## src/sv/hmf_pkg.sv

```systemverilog
// hmf_pkg: shared constants, types and codes of the histogram median filter
// depends on nothing; imported by every module of the block except hmf_ram
`timescale 1ns / 1ps

package hmf_pkg;

  // frame and kernel limits
  localparam int MAX_WIDTH  = 1024;
  localparam int MAX_RADIUS = 7;
  localparam int SLOTS      = 2 * MAX_RADIUS + 1;
  localparam int LEVELS     = 256;
  localparam int HEIGHT_CAP = 1024;

  // widths
  localparam int PIX_W      = 8;
  localparam int CNT_W      = 8;
  localparam int COL_W      = $clog2(MAX_WIDTH);
  localparam int SLOT_W     = $clog2(SLOTS);
  localparam int RS_DEPTH   = SLOTS * MAX_WIDTH;
  localparam int RS_AW      = $clog2(RS_DEPTH);
  localparam int RAD_W      = 3;
  localparam int DIM_W      = 11;
  localparam int K_W        = $clog2(SLOTS + 1);
  localparam int THR_W      = $clog2(SLOTS * SLOTS + 1);
  localparam int SUM_W      = CNT_W + 1;
  localparam int CFG_ADDR_W = 2;
  localparam int CFG_DATA_W = 11;

  // register indexes of the configuration port
  localparam logic [CFG_ADDR_W-1:0] REG_RADIUS = 2'd0;
  localparam logic [CFG_ADDR_W-1:0] REG_WIDTH  = 2'd1;
  localparam logic [CFG_ADDR_W-1:0] REG_HEIGHT = 2'd2;

  // register reset values
  localparam logic [RAD_W-1:0] RADIUS_RST = 3'd1;
  localparam logic [DIM_W-1:0] WIDTH_RST  = 11'd640;
  localparam logic [DIM_W-1:0] HEIGHT_RST = 11'd480;

  // sequencer states
  typedef enum logic [2:0] {
    ST_IDLE,
    ST_UPD_RD,
    ST_UPD_WT,
    ST_SCAN_GO,
    ST_SCAN_WT,
    ST_FIN
  } hmf_state_t;

  // requests to the window histogram unit
  typedef struct packed {
    logic             clear;
    logic             upd;
    logic             dec;
    logic [PIX_W-1:0] bin;
    logic             scan;
    logic [THR_W-1:0] thr;
  } hmf_win_cmd_t;

  // answer of the window histogram unit
  typedef struct packed {
    logic             done;
    logic [PIX_W-1:0] median;
  } hmf_win_rsp_t;

endpackage

```

## src/sv/hmf_ram.sv

```systemverilog
// hmf_ram: generic simple dual-port RAM, one write port and one registered read port
// depends on nothing
`timescale 1ns / 1ps

module hmf_ram #(
  parameter int WIDTH = 8,
  parameter int DEPTH = 256
) (
  input  logic                     clk,
  input  logic                     we,
  input  logic [$clog2(DEPTH)-1:0] waddr,
  input  logic [WIDTH-1:0]         wdata,
  input  logic [$clog2(DEPTH)-1:0] raddr,
  output logic [WIDTH-1:0]         rdata
);

  logic [WIDTH-1:0] mem [DEPTH];

  // write port and registered read
  always_ff @(posedge clk) begin
    if (we) begin
      mem[waddr] <= wdata;
    end
    rdata <= mem[raddr];
  end

endmodule

```

## src/sv/hmf_win.sv

```systemverilog
// hmf_win: window histogram in a RAM with per-bin valid bits, bin update and median scan
// depends on hmf_pkg and hmf_ram
`timescale 1ns / 1ps

module hmf_win (
  input  logic                 clk,
  input  logic                 rst_n,
  input  hmf_pkg::hmf_win_cmd_t cmd,
  output hmf_pkg::hmf_win_rsp_t rsp
);
  import hmf_pkg::*;

  logic [LEVELS-1:0] valid_r;
  logic              wr_pend_r;
  logic [PIX_W-1:0]  wr_bin_r;
  logic              wr_dec_r;
  logic              scanning_r;
  logic [PIX_W-1:0]  scan_addr_r;
  logic              chk_r;
  logic [PIX_W-1:0]  chk_bin_r;
  logic [SUM_W-1:0]  cum_r;
  logic [THR_W-1:0]  thr_r;
  logic              done_r;
  logic [PIX_W-1:0]  median_r;

  logic [PIX_W-1:0]  raddr;
  logic [CNT_W-1:0]  rdata;
  logic [CNT_W-1:0]  wr_cnt;
  logic [CNT_W-1:0]  wdata;
  logic [CNT_W-1:0]  chk_cnt;
  logic [SUM_W-1:0]  cum_sum;
  logic              hit;

  // read address: update request or scan pointer
  assign raddr = cmd.upd ? cmd.bin : scan_addr_r;

  // modify stage of a bin update, an invalid bin counts as zero
  assign wr_cnt = valid_r[wr_bin_r] ? rdata : '0;
  assign wdata  = wr_dec_r ? wr_cnt - CNT_W'(1) : wr_cnt + CNT_W'(1);

  hmf_ram #(
    .WIDTH(CNT_W),
    .DEPTH(LEVELS)
  ) u_win_ram (
    .clk  (clk),
    .we   (wr_pend_r),
    .waddr(wr_bin_r),
    .wdata(wdata),
    .raddr(raddr),
    .rdata(rdata)
  );

  // check stage of the scan
  assign chk_cnt = valid_r[chk_bin_r] ? rdata : '0;
  assign cum_sum = cum_r + SUM_W'(chk_cnt);
  assign hit     = chk_r && ((cum_sum >= SUM_W'(thr_r)) || (chk_bin_r == PIX_W'(LEVELS - 1)));

  // valid bits, clear wins over a late write of the previous window
  always_ff @(posedge clk) begin
    if (!rst_n) begin
      valid_r <= '0;
    end else if (cmd.clear) begin
      valid_r <= '0;
    end else if (wr_pend_r) begin
      valid_r[wr_bin_r] <= 1'b1;
    end
  end

  // pending write of a bin update
  always_ff @(posedge clk) begin
    if (!rst_n) begin
      wr_pend_r <= 1'b0;
    end else begin
      wr_pend_r <= cmd.upd;
    end
    if (cmd.upd) begin
      wr_bin_r <= cmd.bin;
      wr_dec_r <= cmd.dec;
    end
  end

  // scan control: one bin read a cycle, stop on the first hit
  always_ff @(posedge clk) begin
    if (!rst_n) begin
      scanning_r <= 1'b0;
      chk_r      <= 1'b0;
      done_r     <= 1'b0;
    end else begin
      done_r <= hit;
      if (cmd.scan) begin
        scanning_r <= 1'b1;
        chk_r      <= 1'b0;
      end else if (hit) begin
        scanning_r <= 1'b0;
        chk_r      <= 1'b0;
      end else begin
        chk_r <= scanning_r;
        if (scanning_r && (scan_addr_r == PIX_W'(LEVELS - 1))) begin
          scanning_r <= 1'b0;
        end
      end
    end
  end

  // scan data path
  always_ff @(posedge clk) begin
    if (cmd.scan) begin
      scan_addr_r <= '0;
      cum_r       <= '0;
      thr_r       <= cmd.thr;
    end else begin
      if (scanning_r) begin
        scan_addr_r <= scan_addr_r + PIX_W'(1);
        chk_bin_r   <= scan_addr_r;
      end
      if (chk_r) begin
        cum_r <= cum_sum;
      end
    end
    if (hit) begin
      median_r <= chk_bin_r;
    end
  end

  assign rsp.done   = done_r;
  assign rsp.median = median_r;

endmodule

```

## config.mk

```make
export PLATFORM = sky130hd
export DESIGN_NAME = hmf_win
export DESIGN_NICKNAME = d
export VERILOG_FILES = /design/src/sv/hmf_pkg.sv /design/src/sv/hmf_ram.sv /design/src/sv/hmf_win.sv
export SDC_FILE = /design/constraint.sdc
export NUM_CORES = 2
export LEC_CHECK = 0
export BUFFER_PORTS_ARGS = -buffer_cell sky130_fd_sc_hd__buf_2
export CAP_MARGIN = 30
export CORE_AREA = 3 3 418 420
export DETAILED_ROUTE_END_ITERATION = 12
export DIE_AREA = 0 0 421 423
export HOLD_SLACK_MARGIN = 0.15
export PLACE_DENSITY = 0.7
export SYNTH_ARGS = -nofsm -noshare
export SYNTH_HDL_FRONTEND = slang
export SYNTH_SLANG_ARGS = --single-unit
```

## constraint.sdc

```tcl
create_clock -name clk -period 15.7 [get_ports clk]
set_input_delay 0.785 -clock clk [delete_from_list [all_inputs] [get_ports clk]]
set_output_delay 0.785 -clock clk [all_outputs]
set_load 0.02 [all_outputs]
```

==> impl_metrics.env <==
export IMPL_flow_area_growth_from_synthesis_pct=12.5
export IMPL_drv_slew=0
export IMPL_pin_count_of_the_biggest_net_entering_global_routing=257
export IMPL_count_of_flip_flops_with_a_built_in_enable_after_synthesis=2081
export IMPL_crit_required_ps=16280
export IMPL_worstHoldStart="cmd[9]"
export IMPL_htree_levels=4
export IMPL_maxSlewHeadroom=0.0343
export IMPL_first_global_vias=49460
export IMPL_routedWlPerCell_um=30.1
export IMPL_critPathCaptureType="flip-flop"
export IMPL_numCtsBuffers=226
export IMPL_antenna_found_initial=8
export IMPL_cts_sinks=2366
export IMPL_ios=31
export IMPL_vias=50023
export IMPL_remaining_drc_errors=0
export IMPL_layout_cells_sized_above_1=0.245
export IMPL_grt_pass1_wl_mm=342
export IMPL_drt_total_wl_mm=231
export IMPL_ctsLongestPathBuffers=3
export IMPL_post_synth_top_count_cell="edfxtp_1"
export IMPL_setup_violations_final=0
export IMPL_ff2ff_path_depth=23
export IMPL_min_period_ps=6910
export IMPL_grt_util_all_layers=0.260
export IMPL_die_height_um=423
export IMPL_antenna_violating_nets_post_route=0
export IMPL_cts_reportedPaths_clkPinSlew_ps=60
export IMPL_cts_tree="done"
export IMPL_arrival_ps=7490
export IMPL_nets=5222
export IMPL_multi_input_comb_area_sq_um=24600
export IMPL_critical_path_reg2reg_endpoint="median_r[4]$_DFFE_PP_"
export IMPL_cts_repair_resized=0
export IMPL_final_instance_count_excl_fill=7690
export IMPL_place_gp_congestion=0.875
export IMPL_firstDrtPassIters=7
export IMPL_synthesis_area_sq_um=94100
export IMPL_yosys_top_cells_area="edfxtp_1 (66%), mux4_2 (16%), dfxtp_1 (6.1%), o21a_1 (2.1%), a211oi_1 (1.3%)"
export IMPL_share_of_async_settable_or_async_resettable_flops_after_synthesis=0
export IMPL_worstSkewPairLatency_ps=880
export IMPL_worstHoldPathType="in -> reg"
export IMPL_fillCellCount=11853
export IMPL_post_cts_repair_setup_buffers=0
export IMPL_synth_ff_latch_count=2366
export IMPL_tightestPinTransition_ps=1450
export IMPL_finalCritPeriodShare=0.440
export IMPL_place_detailed_instances=7218
export IMPL_regToRegStartpoint="chk_bin_r[0]$_DFFE_PP_"
export IMPL_rows=152
export IMPL_finalClockSkew_ps=64.7
export IMPL_yosys_area_top_type="edfxtp_1"
export IMPL_finalCoreUtilization=0.618
export IMPL_synth_top_cells_by_count="edfxtp_1 (2,081), mux4_2 (663), nand2_1 (303)"
export IMPL_postSynthCellCount=4976
export IMPL_hpwl_mm=138
export IMPL_synthesis_yosys_warnings=0
export IMPL_post_dp_cell_area_sq_um=98100
export IMPL_whs_endpoint="wr_bin_r[0]$_DFFE_PP_"
export IMPL_critical_path_startpoint_type="flip-flop"
export IMPL_status="complete, no violations"
export IMPL_ys_flop_type="edfxtp_1"
export IMPL_grt_ovfl_total=0
export IMPL_synth_area_per_cell_sq_um=18.9
export IMPL_power_density_nw_per_um2=134
export IMPL_timing_hold_violations_final=0
export IMPL_power_leakage_nw=34.0
export IMPL_register_area_sq_um=68200
export IMPL_r2r_setup_slack_ps=8790
export IMPL_critPathKind="reg -> reg"
export IMPL_timing_hold_ws_ps=203
export IMPL_clock_fmax_ghz=0.145
export IMPL_yosys_area_top_type_share=0.664
export IMPL_drv_max_cap_violation_count=0
export IMPL_post_drt_via_cell_ratio=6.50
export IMPL_coreArea_sq_um=171000
export IMPL_grt_setup_unrepaired="false"
export IMPL_synth_net_count=5023
export IMPL_crit_path_max_fanout=40
export IMPL_start_util=0.549
export IMPL_cts_root_buf="clkbuf_16"
export IMPL_design_area_sq_um=106000
export IMPL_die_area_sq_um=178000
export IMPL_yosysUniqueCellTypes=50
export IMPL_worst_hold_path_num_cells=1
export IMPL_floorplan_die_width_um=421
export IMPL_drt_iter0_markers=6219
export IMPL_placement_io_buffers=30
export IMPL_worst_ir_drop_vdd_mv=0.127
export IMPL_fin_tns_setup_ps=0
export IMPL_critPathLaunch="chk_bin_r[0]$_DFFE_PP_"
export IMPL_synth_seq_area_share=0.725
## layout by cell type (no fill, tap or decap), drive strengths merged, types with 6 or more instances in the layout
| cell | Yosys | layout |
|---|---|---|
| nand3 | 17 | 17 |
| a311oi | 65 | 65 |
| dfxtp | 285 | 285 |
| xor2 | 6 | 6 |
| nand2 | 303 | 303 |
| nor3 | 23 | 23 |
| a22oi | 22 | 22 |
| xnor2 | 10 | 10 |
| a31oi | 66 | 66 |
| a21oi | 77 | 77 |
| nand4 | 11 | 11 |
| nor2b | 15 | 15 |
| o21a | 261 | 261 |
| buf | 113 | 294 |
| inv | 23 | 28 |
| o21ai | 15 | 15 |
| edfxtp | 2081 | 2081 |
| a211oi | 166 | 166 |
| clkinvlp | 0 | 9 |
| clkbuf | 225 | 303 |
| mux4 | 663 | 663 |
| ha | 23 | 23 |
| clkinv | 0 | 89 |
| nand2b | 8 | 8 |
| and2 | 144 | 144 |
| diode | 0 | 12 |
| bufinv | 0 | 17 |
| dlygate4sd3 | 0 | 13 |
| nor2 | 275 | 275 |
| mux2i | 32 | 32 |
## flip-flops by register name, summed over array words and instances (netlist names)
signal and cells:
u_win_ram.mem 2048, valid_r 256, cum_r 9, chk_bin_r 8
median_r 8, scan_addr_r 8, thr_r 8, u_win_ram.rdata 8
wr_bin_r 8, chk_r 1, done_r 1, scanning_r 1
wr_dec_r 1, wr_pend_r 1
## metrics by stage
stage	setup slack, ps	total power, mW
floorplan	406	8.62
global placement	8580	8.92
CTS	8530	14.3
detailed placement	8570	8.97
finish	8790	14.2
global route	8400	14.6
## worst max-delay path, stage by stage, from the launching register on
cell and delay, ps:
edfxtp_1 320, buf_4 390, buf_4 310, buf_16 300, mux4_2 550, mux4_2 480
mux2i_1 400, a21oi_1 240, mux4_2 670, and2_1 210, ha_1 190, inv_1 80
fa_1 440, inv_1 80, ha_1 230, nor2b_1 130, o21a_1 170, o21a_1 160
o21a_1 170, o21ai_0 180, a21boi_0 120, o21ai_0 230, o211ai_1 180, and2_1 310
## worst max path at each step
stage	end	slack, ps	cells after the start
after floorplan	u_win_ram.mem[0][6]$_DFFE_PP_	410	18
after global placement	median_r[0]$_DFFE_PP_	8580	22
after detailed placement	median_r[0]$_DFFE_PP_	8570	22
after CTS	median_r[4]$_DFFE_PP_	8530	22
after global routing	median_r[4]$_DFFE_PP_	8400	23
final	median_r[4]$_DFFE_PP_	8790	23
## cell families (layout without fill, tap and decap cells)
group,count (synthesis),in the layout,synth area share
other cells,0,12,0
fa+ha+maj,25,25,0.00348
buf+inv,361,753,0.0159
simple gates,811,811,0.0381
mux,700,700,0.163
xor+xnor,16,16,0.00149
compound gates,697,697,0.0533
flops,2366,2366,0.725
## per-layer routing
metal | routed length (um) | GRT usage | up-vias
met5 | 13 | 0 | -
met1 | 90800 | 0.364 | 26468
li1 | - | - | 20657
met3 | 20000 | 0.0558 | 473
met4 | 8580 | 0.0924 | 2
met2 | 112000 | 0.411 | 2423
## area by class of cell
cell class              instances  area share
flip-flops and latches       2366       0.644
multi-input cells            2249       0.232
clock buffers                 301      0.0578
well taps                    2310      0.0273
repair buffers                309      0.0259
clock inverters               120      0.0114
inverters                      23    0.000887
diodes                         12    0.000284
## where the power goes
group | switching [mW] | leakage, nW | internal (mW) | total, mW
logic | 1.03 | 9.40 | 0.418 | 1.44
registers | 0.0301 | 21.0 | 7.37 | 7.40
clock network | 2.33 | 3.58 | 3.02 | 5.36
## repair_timing
action,4_1_cts,5_1_grt
hold endpoints to repair,13,0
hold buffers,13,0
endpoints found under the setup margin,0,0
(Power assumes the default switching activity.)
